===== config.mk =====
export PLATFORM = sky130hd
export DESIGN_NAME = key_matrix_report_builder
export DESIGN_NICKNAME = d
export VERILOG_FILES = /design/src/hdl/kmrb_pkg.sv /design/src/hdl/kmrb_lane.sv /design/src/hdl/kmrb_merge.sv /design/src/hdl/key_matrix_report_builder.sv
export VERILOG_INCLUDE_DIRS = /design/src /design/src/hdl
export SDC_FILE = /design/constraint.sdc
export NUM_CORES = 1
export LEC_CHECK = 0
export BUFFER_PORTS_ARGS = -buffer_cell sky130_fd_sc_hd__buf_2
export CORE_MARGIN = 4
export CORE_UTILIZATION = 40
export CTS_CLUSTER_DIAMETER = 100
export DETAILED_ROUTE_END_ITERATION = 6
export GPL_ROUTABILITY_DRIVEN = 0
export GPL_TIMING_DRIVEN = 0
export HOLD_SLACK_MARGIN = 0.15
export PLACE_DENSITY = 0.57
export SKIP_CTS_REPAIR_TIMING = 1
export SYNTH_ARGS = -nofsm -noshare
export SYNTH_HDL_FRONTEND = slang
export SYNTH_HIERARCHICAL = 1
export SYNTH_SLANG_ARGS = --single-unit
export TNS_END_PERCENT = 50

===== constraint.sdc =====
create_clock -name aclk -period 11.31 [get_ports aclk]
set_clock_uncertainty 0.1 [all_clocks]
set_input_delay 1.131 -clock aclk [delete_from_list [all_inputs] [get_ports aclk]]
set_output_delay 1.131 -clock aclk [all_outputs]
set_load 0.05 [all_outputs]

===== src/hdl/key_matrix_report_builder_defines.svh =====
// assertion macros shared by the key matrix report builder rtl
// no dependencies; included by files that carry concurrent checks
`ifndef KEY_MATRIX_REPORT_BUILDER_DEFINES_SVH
`define KEY_MATRIX_REPORT_BUILDER_DEFINES_SVH

`ifndef SYNTHESIS
`define KMRB_ASSERT_IMP(label, clk, rst_n, ante, cons) \
    label: assert property (@(posedge clk) disable iff (!rst_n) (ante) |-> (cons)) \
        else $error("kmrb check failed");
`define KMRB_ASSERT_NEXT(label, clk, rst_n, ante, cons) \
    label: assert property (@(posedge clk) disable iff (!rst_n) (ante) |=> (cons)) \
        else $error("kmrb check failed");
`else
`define KMRB_ASSERT_IMP(label, clk, rst_n, ante, cons)
`define KMRB_ASSERT_NEXT(label, clk, rst_n, ante, cons)
`endif

`endif


===== src/hdl/kmrb_pkg.sv =====
// shared types, constants and usage-code table of the key matrix report builder
// no dependencies
package kmrb_pkg;

    localparam int ROW_W      = 3;
    localparam int COL_LANES  = 5;
    localparam int CODE_W     = 8;
    localparam int OUT_SLOTS  = 6;
    localparam int POS_W      = 4;
    localparam int RANK_W     = 3;
    localparam int ROW_COUNT    = 5;
    localparam int COLUMN_COUNT = 5;
    localparam int TABLE_ROWS = 5;
    localparam int TABLE_COLS = 5;
    localparam int TABLE_SIZE = TABLE_ROWS * TABLE_COLS;
    localparam int IDX_W      = $clog2(TABLE_SIZE);
    localparam int IN_DATA_W  = 8;
    localparam int OUT_DATA_W = OUT_SLOTS * CODE_W;

    localparam logic [CODE_W-1:0] USAGE_TABLE [TABLE_SIZE] = '{
        8'h4A, 8'h4D, 8'h4C, 8'h38, 8'h25,
        8'h4B, 8'h1E, 8'h1F, 8'h20, 8'h56,
        8'h4E, 8'h21, 8'h22, 8'h23, 8'h57,
        8'h52, 8'h24, 8'h25, 8'h26, 8'h28,
        8'h50, 8'h51, 8'h4F, 8'h27, 8'h37
    };

    typedef struct packed {
        logic              active;
        logic [CODE_W-1:0] code;
    } lane_hit_t;

    typedef logic [CODE_W-1:0] code_t;

    // key outside the table reads as no usage
    function automatic code_t usage_lookup(input logic [ROW_W-1:0] row,
                                           input logic [ROW_W-1:0] col);
        logic [IDX_W-1:0] idx;
        idx = IDX_W'({2'b00, row} * TABLE_COLS) + IDX_W'(col);
        if (32'(row) >= TABLE_ROWS || 32'(col) >= TABLE_COLS) begin
            return '0;
        end
        return USAGE_TABLE[idx];
    endfunction

endpackage


===== src/hdl/kmrb_lane.sv =====
// one column lane: looks up the usage code of its key in the sampled row
// depends on kmrb_pkg
module kmrb_lane #(
    parameter int LANE = 0
) (
    input  logic [kmrb_pkg::ROW_W-1:0] row_index,
    input  logic                       row_valid,
    input  logic                       column_bit,
    output kmrb_pkg::lane_hit_t        hit
);

    kmrb_pkg::code_t code;

    assign code = kmrb_pkg::usage_lookup(row_index, kmrb_pkg::ROW_W'(LANE));

    // a zero code never changes a slot, so it counts as no press
    assign hit.code   = code;
    assign hit.active = column_bit && row_valid && (LANE < kmrb_pkg::COLUMN_COUNT)
                        && (code != '0);

endmodule


===== src/hdl/kmrb_merge.sv =====
// merge stage: ranks lane hits and drops them into the report slots
// depends on kmrb_pkg and the assertion macro header
`include "key_matrix_report_builder_defines.svh"

module kmrb_merge #(
    parameter int SLOT_COUNT = 6
) (
    input  logic                                            aclk,
    input  logic                                            aresetn,
    input  logic                                            accept,
    input  logic                                            row_valid,
    input  logic                                            frame_end,
    input  kmrb_pkg::lane_hit_t [kmrb_pkg::COL_LANES-1:0]   hits,
    output kmrb_pkg::code_t     [kmrb_pkg::OUT_SLOTS-1:0]   report
);

    localparam int FW = $clog2(SLOT_COUNT + 1);

    logic [FW-1:0]   fill_reg;
    logic [FW-1:0]   fill_next;
    kmrb_pkg::code_t slot_reg  [SLOT_COUNT];
    kmrb_pkg::code_t slot_next [SLOT_COUNT];

    logic [kmrb_pkg::RANK_W-1:0] rank [kmrb_pkg::COL_LANES];
    logic [kmrb_pkg::RANK_W-1:0] hit_cnt;
    logic [kmrb_pkg::POS_W-1:0]  fill_sum;

    // rank of each lane among the pressed keys of this row
    always_comb begin
        hit_cnt = '0;
        for (int c = 0; c < kmrb_pkg::COL_LANES; c++) begin
            rank[c] = hit_cnt;
            hit_cnt = hit_cnt + kmrb_pkg::RANK_W'(hits[c].active);
        end
    end

    // slots fill as a prefix, so lane c lands at fill + rank
    always_comb begin
        for (int s = 0; s < SLOT_COUNT; s++) begin
            slot_next[s] = slot_reg[s];
            for (int c = 0; c < kmrb_pkg::COL_LANES; c++) begin
                if (hits[c].active && (kmrb_pkg::POS_W'(fill_reg) + kmrb_pkg::POS_W'(rank[c])
                                       == kmrb_pkg::POS_W'(s))) begin
                    slot_next[s] = hits[c].code;
                end
            end
        end
    end

    assign fill_sum  = kmrb_pkg::POS_W'(fill_reg) + kmrb_pkg::POS_W'(hit_cnt);
    assign fill_next = (fill_sum >= kmrb_pkg::POS_W'(SLOT_COUNT)) ? FW'(SLOT_COUNT)
                                                                  : fill_sum[FW-1:0];

    always_ff @(posedge aclk) begin
        if (!aresetn) begin
            fill_reg <= '0;
            for (int s = 0; s < SLOT_COUNT; s++) begin
                slot_reg[s] <= '0;
            end
        end else if (accept && row_valid) begin
            if (frame_end) begin
                fill_reg <= '0;
                for (int s = 0; s < SLOT_COUNT; s++) begin
                    slot_reg[s] <= '0;
                end
            end else begin
                fill_reg <= fill_next;
                for (int s = 0; s < SLOT_COUNT; s++) begin
                    slot_reg[s] <= slot_next[s];
                end
            end
        end
    end

    // unused report slots read as empty
    for (genvar s = 0; s < kmrb_pkg::OUT_SLOTS; s++) begin : g_report
        if (s < SLOT_COUNT) begin : g_used
            assign report[s] = slot_next[s];
        end else begin : g_unused
            assign report[s] = '0;
        end
    end

    `KMRB_ASSERT_IMP(a_fill_bound, aclk, aresetn, 1'b1, 32'(fill_reg) <= SLOT_COUNT)
    `KMRB_ASSERT_NEXT(a_frame_clears, aclk, aresetn, accept && row_valid && frame_end, fill_reg == '0)
    `KMRB_ASSERT_NEXT(a_bad_row_holds, aclk, aresetn, accept && !row_valid, $stable(fill_reg))
    `KMRB_ASSERT_IMP(a_empty_first, aclk, aresetn, fill_reg == '0, slot_reg[0] == '0)

endmodule


===== src/hdl/key_matrix_report_builder.sv =====
// key matrix report builder top level: column lanes, slot merge, report register
// depends on kmrb_pkg, kmrb_lane, kmrb_merge and the assertion macro header
//
// usage:
//   the input channel (s_t*) carries one sampled matrix row per transaction:
//   the row number and the five column bits. each pressed column, lowest
//   first, is mapped to a usb hid usage code and goes into the first free of
//   six report slots; presses beyond a full report are dropped. rows outside
//   the matrix are ignored.
//   the row that ends a frame (the last matrix row) closes the report: the six
//   slots, including that row's presses, leave on the output channel (m_t*)
//   as one transaction and the slots clear for the next frame. other rows
//   give no output.
//   output: the report is valid on m_tvalid in the cycle after the last row is
//   accepted. throughput: one row per cycle while the report register is not
//   stalled; the lane lookup and slot merge handle all five columns at once.
//   stall: the report register holds until taken; while it is full and
//   m_tready is low, s_tready is low. when it is taken in the same cycle,
//   a new row is accepted at once.
//   reset: aresetn low clears the slots, the fill count and m_tvalid.
`include "key_matrix_report_builder_defines.svh"

module key_matrix_report_builder #(
    parameter int SLOT_COUNT = 6
) (
    input  logic                                aclk,
    input  logic                                aresetn,
    input  logic                                s_tvalid,
    output logic                                s_tready,
    // row_index [2:0], column_bits [7:3]
    input  logic [kmrb_pkg::IN_DATA_W-1:0]      s_tdata,
    output logic                                m_tvalid,
    input  logic                                m_tready,
    // slot_one [7:0], slot_two [15:8], slot_three [23:16],
    // slot_four [31:24], slot_five [39:32], slot_six [47:40]
    output logic [kmrb_pkg::OUT_DATA_W-1:0]     m_tdata
);

    logic [kmrb_pkg::ROW_W-1:0]     row_index;
    logic [kmrb_pkg::COL_LANES-1:0] column_bits;
    logic                           accept;
    logic                           row_valid;
    logic                           frame_end;

    kmrb_pkg::lane_hit_t [kmrb_pkg::COL_LANES-1:0] hits;
    kmrb_pkg::code_t     [kmrb_pkg::OUT_SLOTS-1:0] report;

    logic                               m_valid_reg;
    logic [kmrb_pkg::OUT_DATA_W-1:0]    m_data_reg;

    assign row_index   = s_tdata[kmrb_pkg::ROW_W-1:0];
    assign column_bits = s_tdata[kmrb_pkg::ROW_W +: kmrb_pkg::COL_LANES];

    // rows past the matrix are dropped; the last row closes the frame
    assign row_valid = 32'(row_index) < kmrb_pkg::ROW_COUNT;
    assign frame_end = 32'(row_index) == kmrb_pkg::ROW_COUNT - 1;

    // report register frees up in the cycle it is taken
    assign s_tready = !m_valid_reg || m_tready;
    assign accept   = s_tvalid && s_tready;

    // one lane per column, all in parallel
    for (genvar c = 0; c < kmrb_pkg::COL_LANES; c++) begin : g_lane
        kmrb_lane #(
            .LANE (c)
        ) u_lane (
            .row_index  (row_index),
            .row_valid  (row_valid),
            .column_bit (column_bits[c]),
            .hit        (hits[c])
        );
    end

    kmrb_merge #(
        .SLOT_COUNT (SLOT_COUNT)
    ) u_merge (
        .aclk      (aclk),
        .aresetn   (aresetn),
        .accept    (accept),
        .row_valid (row_valid),
        .frame_end (frame_end),
        .hits      (hits),
        .report    (report)
    );

    // output register: loads the finished report, holds it under stall
    always_ff @(posedge aclk) begin
        if (!aresetn) begin
            m_valid_reg <= 1'b0;
        end else if (accept && frame_end) begin
            m_valid_reg <= 1'b1;
        end else if (m_tready) begin
            m_valid_reg <= 1'b0;
        end
    end

    always_ff @(posedge aclk) begin
        if (accept && frame_end) begin
            m_data_reg <= report;
        end
    end

    assign m_tvalid = m_valid_reg;
    assign m_tdata  = m_data_reg;

    `KMRB_ASSERT_NEXT(a_frame_reports, aclk, aresetn, accept && frame_end, m_tvalid)
    `KMRB_ASSERT_IMP(a_stall_blocks, aclk, aresetn, m_tvalid && !m_tready, !s_tready)
    `KMRB_ASSERT_NEXT(a_row_no_report, aclk, aresetn, accept && !frame_end, !m_tvalid)

endmodule

* Yosys cells after proc, flatten, opt, wreduce, memory -nomap -nowiden
Memories as Yosys holds them, arrays and structs flattened.
Index checks and enable logic that the tools add are counted.
** Storage, ports and cells
- ROM bits :: 1280
- Flip-flop bits (word level) :: 52
- Memory bits (writable) :: 48
- Bits in latches :: 0
- Memories kept :: 6
- Word-level logic and storage cells :: 202
** Memories
- (no name shown) :: depth 32, bits a word 8, read ports 1, clocked after memory_dff 0, wr ports 0, line kmrb_pkg.sv:43 : return USAGE_TABLE[idx];
- (no name shown) :: depth 32, bits a word 8, read ports 1, clocked after memory_dff 0, wr ports 0, line kmrb_pkg.sv:43
- (no name shown) :: depth 32, bits a word 8, read ports 1, clocked after memory_dff 0, wr ports 0, line kmrb_pkg.sv:43
- (no name shown) :: depth 32, bits a word 8, read ports 1, clocked after memory_dff 0, wr ports 0, line kmrb_pkg.sv:43
- (no name shown) :: depth 32, bits a word 8, read ports 1, clocked after memory_dff 0, wr ports 0, line kmrb_pkg.sv:43
- u_merge.slot_reg :: depth 6, bits a word 8, read ports 6, clocked after memory_dff 0, wr ports 6, line kmrb_merge.sv:21 : kmrb_pkg::code_t slot_reg [SLOT_COUNT];
** Operators by class
- Bitwise operators :: 17
- Shift operators :: 0
- Add/sub/neg operators :: 13
- Reduce and logical (&&, ||, !) cells :: 56
- $mul :: 1
- Equality and inequality tests :: 26
- Mux-type cells :: 72
- $lt $le $gt $ge :: 8
- Div/mod/pow operators :: 0
** Operators with widths (count)
- 2-to-1 mux 8 bit :: 58
- logical AND 1 bit :: 43
- nonzero test 8 bit :: 5
- equality test 4 x 2 -> 1 bit (second input constant) :: 8
- equality test 4 x 3 -> 1 bit (second input constant) :: 8
- >= comparator 6 bit (second input constant) :: 5
- NOT 5 -> 6 bit :: 5
- zero test 4 bit :: 5
- adder 3 x 3 -> 4 bit :: 4
- equality test 4 x 1 -> 1 bit (second input constant) :: 4
- 2-to-1 mux 1 bit :: 12
- OR 1 bit :: 12
- adder 5 x 2 -> 5 bit (second input constant) :: 2
- adder 3 x 1 -> 3 bit :: 3
- equality test 3 bit (second input constant) :: 3
- equality test 3 x 2 -> 1 bit (second input constant) :: 2
- 2-to-1 mux 3 bit :: 2
- adder 5 x 1 -> 5 bit (second input constant) :: 1
- adder 5 x 3 -> 5 bit (second input constant) :: 1
- multiplier 3 x 3 -> 5 bit (second input constant) :: 1
- adder 3 x 1 -> 4 bit :: 1
- >= comparator 4 x 3 -> 1 bit (second input constant) :: 1
- equality test 3 x 1 -> 1 bit (second input constant) :: 1
- >= comparator 3 bit (second input constant) :: 1
- 5 further kinds :: 5

* Depth between registers and ports, before layout
Gate-level depths: netlist of the first run.
- Depth in word-level cells :: 17
- Gate-level depth with buffers :: 23
- Depth with buffers taken out :: 21

* Cells and area by module
Netlist of the first run, hierarchy kept.
** Modules (own cells, without submodules)
- kmrb_merge :: area an instance 5497.8 µm², cells an instance 647, times used 1
- key_matrix_report_builder :: area an instance 1521.5 µm², cells an instance 56, times used 1
- kmrb_lane at g_lane[4].u_lane :: area an instance 520.5 µm², cells an instance 68, times used 1
- kmrb_lane at g_lane[3].u_lane :: area an instance 503.0 µm², cells an instance 61, times used 1
- kmrb_lane at g_lane[2].u_lane :: area an instance 489.2 µm², cells an instance 62, times used 1
- kmrb_lane at g_lane[1].u_lane :: area an instance 486.7 µm², cells an instance 70, times used 1
- kmrb_lane at g_lane[0].u_lane :: area an instance 485.5 µm², cells an instance 69, times used 1

* Worst setup path after synthesis of the first run
No wires, ideal clock.
- Path type :: input port to flip-flop
- Start :: input s_tdata[0] (netlist bit)
- End :: memory u_merge/slot_reg[2][6] (netlist bit), data pin
- Arrival :: 6.185 ns
- Data required time :: 11.034 ns
- Slack :: 4.849 ns
- Setup time :: 0.176 ns
- Stages :: 20
- Path through :: ha_1 ha_1 xor3_2 nor2_1 a21oi_1 nor3_1 nor3b_2 a31oi_1 fa_1 ha_1 fa_1 inv_1 fa_1 nor3b_1 a31oi_1 nor3b_1 nand2b_1 clkbuf_1 o21ai_0 o32ai_1
** RTL lines
- from (decl) :: line key_matrix_report_builder.sv:31 : input logic [kmrb_pkg::IN_DATA_W-1:0] s_tdata,
- to (decl) :: line kmrb_merge.sv:21

==> results of run 1 <==
cell usage in the layout, fill, tap and decap left out, types with 10 or more instances in the layout:
| cell | synthesis | routed |
|---|---|---|
| inv_1 | 34 | 33 |
| nor2_1 | 35 | 35 |
| nor3_1 | 17 | 16 |
| a21oi_1 | 31 | 31 |
| nor2b_1 | 19 | 19 |
| o32ai_1 | 38 | 38 |
| ha_1 | 62 | 62 |
| o21ai_0 | 120 | 120 |
| nor3b_1 | 14 | 14 |
| buf_4 | 11 | 13 |
| o21a_1 | 36 | 36 |
| a221oi_1 | 34 | 34 |
| clkbuf_1 | 29 | 30 |
| and2_1 | 13 | 13 |
| nand2_1 | 122 | 122 |
| mux2i_1 | 52 | 52 |
| nand2b_1 | 14 | 14 |
| nand3_1 | 10 | 10 |
| o211ai_1 | 16 | 16 |
| edfxtp_1 | 96 | 96 |
| buf_2 | 14 | 75 |
| and3_1 | 21 | 20 |
worst max-delay path, stage by stage:
cell	delay, ps
buf_2	730
ha_1	370
ha_1	310
clkbuf_1	360
a21oi_1	110
a21oi_1	890
nor3_1	60
nor3b_2	190
a31oi_1	740
fa_1	600
ha_1	220
fa_1	540
inv_1	70
fa_1	440
nor2_1	120
a31oi_1	200
nor3b_1	730
nand2b_1	320
clkbuf_1	340
o21ai_0	190
o32ai_1	130
power by group:
part	internal [mW]	total, mW	leakage, nW	switching (mW)
sequential	0.441	0.451	0.993	0.00966
clock	0.239	0.386	0.177	0.146
combinational	0.179	0.543	2.92	0.364
total	0.859	1.38	4.09	0.520
cell usage after synthesis, types with 8 or more instances:
cell type	instances	area, µm²
a211oi_1	8	60.1
a21oi_1	31	155
a221oi_1	34	298
a22o_1	9	78.8
and2_1	13	81.3
and3_1	21	131
buf_2	14	70.1
buf_4	11	82.6
clkbuf_1	29	109
edfxtp_1	96	2880
fa_1	8	160
ha_1	62	776
inv_1	34	128
mux2i_1	52	521
nand2_1	122	458
nand2b_1	14	87.6
nand3_1	10	50.1
nor2_1	35	131
nor2b_1	19	119
nor3_1	17	85.1
nor3b_1	14	105
o211ai_1	16	120
o21a_1	36	270
o21ai_0	120	601
o311ai_1	8	70.1
o32ai_1	38	333
cells by family (layout without fill, tap and decap cells):
group | count (synthesis) | in the layout | synth area share
buf+inv | 102 | 184 | 0.0513
mux | 55 | 55 | 0.0583
fa+ha+maj | 70 | 70 | 0.0985
compound gates | 362 | 362 | 0.269
other cells | 5 | 5 | 0.00197
xor+xnor | 22 | 22 | 0.0295
flops | 100 | 100 | 0.312
simple gates | 317 | 317 | 0.180
cell type report:
| type | count | share of cell area |
|---|---|---|
| sequential | 100 | 0.278 |
| buffer | 67 | 0.0334 |
| tap | 319 | 0.0374 |
| multi-input combinational | 831 | 0.570 |
| clock buffer | 10 | 0.0215 |
| clock inverter | 6 | 0.0125 |
| timing repair buffer | 66 | 0.0348 |
| inverter | 35 | 0.0123 |
metrics by stage:
step | area, µm² | cells | util | setup WS, ps
finish | 10700 | 1434 | 0.456 | 2430
CTS | 10700 | 1434 | 0.456 | 2630
detailed placement | 10300 | 1418 | 0.441 | 2250
global placement | 10200 | 1413 | 0.436 | 2340
floorplan | 9500 | 1033 | - | 4850
global route | 10700 | 1434 | 0.456 | 2040
how the worst min path moves through the flow:
stage                        startpoint             endpoint  slack, ps
CTS                            m_tvalid             m_tvalid        530
detailed placement             m_tvalid             m_tvalid        510
global placement               m_tvalid             m_tvalid        500
global route                   m_tvalid             m_tvalid        580
finish                         m_tvalid             m_tvalid        520
floorplan           u_merge/fill_reg[0]  u_merge/fill_reg[0]        580
metal layers:
metal  vias up  part of all wire  global-route usage
met5         -                 0                   0
met4         0             0.059               0.128
met3       119              0.11              0.0571
met2       551              0.43               0.381
met1      4232              0.41               0.347
li1       4137                 -                   -
==> flow_metrics.tcl, run 1 <==
set metrics [dict create \
    cts_buffers 9 \
    powerDensity_nw_per_um2 129 \
    clock_latency_ps 370 \
    cts_root_buf "clkbuf_16" \
    wl_um 34300 \
    synth_nets 1115 \
    io_buffers 61 \
    syn_area_um2 9500 \
    cts_tree "done" \
    die_area_um2 26300 \
    worst_ep_required_time_ps 11300 \
    start_kind "primary input" \
    synthFlopType "edfxtp_1" \
    p_leak_nw 4.09 \
    nNetsFinal 1192 \
    firstDrtPassIters 6 \
    multi_input_area_um2 6090 \
    maxCapViolations 0 \
    path_clk_slew_ps 70 \
    crit_path_end_kind "flop" \
    avgSynthCellArea_um2 9.20 \
    period_share 0.785 \
    fill_cells 2315 \
    max_clock_freq_mhz 113 \
    drive_gt1_frac 0.152 \
    vias 9039 \
    overflow 0 \
    core_um2 23400 \
    rsz0062_at_grt "false" \
    drt_iter0_markers 1289 \
    finalPower_mw 1.38 \
    ios 62 \
    seqCellArea_um2 2960 \
    worst_pin_slew_ps 1470 \
    yosysWarnings 6 \
    synth-seq-cells 100 \
    hold_viol_final 0 \
    cp_max_fo 49 \
    antennaDiodeCount 0 \
    die_y_um 162 \
    hold_path_depth 2 \
    dpl.hpwl_um 23800 \
    r2r_setup_slack_ps 7190 \
    drtAntennaViolNets 0 \
    r2r_end "u_merge/slot_reg[2][5]" \
    status "finished clean" \
    drc 0 \
    irDropWorstVdd_mv 0.0673 \
    async_flop_share 0 \
    grt_max_degree 50 \
    grt_pass1_vias 8244 \
    fp.dieW_um 162 \
    tns_ps 0 \
    track_usage 0.255 \
    ys_types 91 \
    clockBufferDepth 2 \
    netlist_instances 1033 \
    crit_type "in2reg" \
    slew_headroom 0.0221 \
    crit_end "u_merge/slot_reg[2][5]" \
    hold_class "reg2reg" \
    arrival_ps 8870 \
    drv_slew 0 \
    crit_start "s_tdata[0]" \
    drt-wirelength-per-cell_um 24.0 \
    synth_edf_count 96 \
    clock_sinks 100 \
    fin_crit_ps 8880 \
    yosysSeqAreaShare 0.312 \
    grt_pass1_wl_um 50900 \
    timing.rr.start "u_merge/fill_reg[1]" \
    rr_worst_depth 9 \
    htree_levels 3 \
    syn2layout_area_growth_pct 12.3 \
    via_per_inst 6.30 \
    hold_slack_ps 523 \
    antenna_found_initial 0 \
    core.rowCount 56 \
    initial_utilization 0.406 \
    finalSetupViolCount 0 \
]
No activity file was read; power rests on OpenSTA's default activity.
==> run 2: changes to the inputs <==
Settings changed: PLACE_DENSITY 0.57 to 0.59.
Clock period 11.31 ns to 7.2 ns, I/O delays scaled along.
==> flow_metrics.tcl, run 2 (synthesis gave the netlist of run 1 again) <==
set metrics [dict create \
    status "finished clean" \
    cp_max_fo 38 \
    grt_pass1_vias 8498 \
    irDropWorstVdd_mv 0.107 \
    grt_pass1_wl_um 51800 \
    hold_slack_ps 503 \
    power_frac_comb 0.408 \
    slowest_stage "fa_1" \
    drive_gt1_frac 0.164 \
    mostFrequentLayoutCells "nand2_1 (122), o21ai_0 (120), edfxtp_1 (96)" \
    max_clock_freq_mhz 145 \
    cts_buffers 9 \
    arrival_ps 6940 \
    cpPeakStageDelay_ps 550 \
    clkPwrFrac 0.258 \
    drv_slew 0 \
    tns_ps 0 \
    vias 9133 \
    post-route-cell-area_um2 10700 \
    slew_headroom 0.0486 \
    crit_path_end_kind "flop" \
    core_um2 23400 \
    r2r_setup_slack_ps 2980 \
    worst_pin_slew_ps 1430 \
    dpl-instance-area_um2 10300 \
    worst_slack_ps 321 \
    path_clk_slew_ps 70 \
    track_usage 0.258 \
    hold_viol_final 0 \
    core.rowCount 56 \
    worstHoldStart "s_tvalid" \
    period_share 0.955 \
    rsz0062_at_grt "false" \
    dp_cells 1417 \
    crit_type "in2reg" \
    rr_worst_depth 9 \
    min_to "m_tvalid" \
    dpl.hpwl_um 23500 \
    clock_sinks 100 \
    drt_iter0_markers 1366 \
    firstDrtPassIters 5 \
    p_sw_mw 0.838 \
    overflow 0 \
    r2r_end "u_merge/slot_reg[0][1]" \
    fill_cells 2320 \
    die_area_um2 26300 \
    start_kind "primary input" \
    netSwitchingFraction 0.395 \
    clockBufferDepth 2 \
    drt-wirelength-per-cell_um 24.2 \
    powerDensity_nw_per_um2 198 \
    maxCapViolations 0 \
    antennaDiodeCount 0 \
    die_y_um 162 \
    syn2layout_area_growth_pct 12.6 \
    final_common_cell "nand2_1" \
    antenna_found_initial 0 \
    p_leak_nw 4.09 \
    dpl_worst_slack_ps -1490 \
    nNetsFinal 1193 \
    io_buffers 61 \
    finalSetupViolCount 0 \
    via_per_inst 6.36 \
    timing.rr.start "u_merge/fill_reg[1]" \
    layout.cells.non_filler 1435 \
    ios 62 \
    cts_tree "done" \
    wl_um 34800 \
    worst_ep_required_time_ps 7260 \
    initial_utilization 0.406 \
    htree_levels 3 \
    cpMostUsedCell "fa_1" \
    hold_class "in2reg" \
    drtAntennaViolNets 0 \
    hold_path_depth 2 \
    drc 0 \
    crit_chain "clkbuf_4 -> buf_6 -> inv_1 -> ha_1 -> xnor2_1 -> nor3_1 -> a221oi_2 -> o211a_2 -> nor3b_2 -> a31oi_4 -> fa_1 -> ha_1 -> fa_1 -> inv_1 -> fa_1 -> nor3b_1 -> a31oi_2 -> or2_2 -> clkbuf_1 -> clkbuf_2 -> o21ai_0 -> o21ai_0" \
    clock_latency_ps 370 \
    pwr-share-seq 0.334 \
    fin_crit_ps 6880 \
    cts_root_buf "clkbuf_16" \
    p_int_mw 1.28 \
    fp.dieW_um 162 \
    grt_max_degree 50 \
]
==> run 2: worst max-delay path: cells and delay by family <==
kind	cells	cell delay [ps]
buf+inv	6	1460
simple gates	4	580
xor+xnor	1	240
compound gates	6	1780
fa+ha+maj	5	2120
==> run 2: metal layers <==
metal  global-route usage  part of all wire  vias up
met3               0.0543              0.11      138
li1                     -                 -     4127
met5                    0                 0        -
met4                0.143             0.060        0
met1                0.356              0.40     4269
met2                0.378              0.42      599
==> run 2: area by class of cell <==
type                       count  area (µm²)  share of cell area
timing repair buffer          68         398              0.0372
tap                          319         399              0.0373
buffer                        66         359              0.0336
multi-input combinational    831        6130               0.573
clock inverter                 7        98.8             0.00924
inverter                      35         131              0.0123
sequential                   100        2960               0.277
clock buffer                   9         225              0.0210
==> run 2: worst max-delay path by stage <==
stage | depth (start not counted) | from | end | slack (ps)
6_report | 22 | s_tdata[1] | m_tdata[13] | 320
5_1_grt | 22 | s_tdata[1] | u_merge/slot_reg[4][5] | 0.8
4_1_cts | 21 | s_tdata[0] | u_merge/slot_reg[3][6] | -1120
3_5_place_dp | 21 | s_tdata[0] | u_merge/slot_reg[3][6] | -1490
3_3_place_gp | 21 | s_tdata[0] | m_tdata[30] | -1400
2_1_floorplan | 20 | s_tdata[0] | u_merge/slot_reg[2][6] | 1150
==> run 2: power groups by stage <==
stage	clock, mW	sequential (mW)	combinational [mW]
after floorplan	0	0.746	0.530
after global placement	0	0.722	0.808
after detailed placement	0	0.721	0.818
after CTS	0.548	0.709	0.824
after global routing	0.574	0.712	0.919
final	0.547	0.709	0.867
==> run 2: per-stage QoR <==
stage | utilization | power (mW)
finish | 0.457 | 2.12
global route | 0.457 | 2.21
CTS | 0.454 | 2.08
detailed placement | 0.440 | 1.54
global placement | 0.436 | 1.53
floorplan | - | 1.28
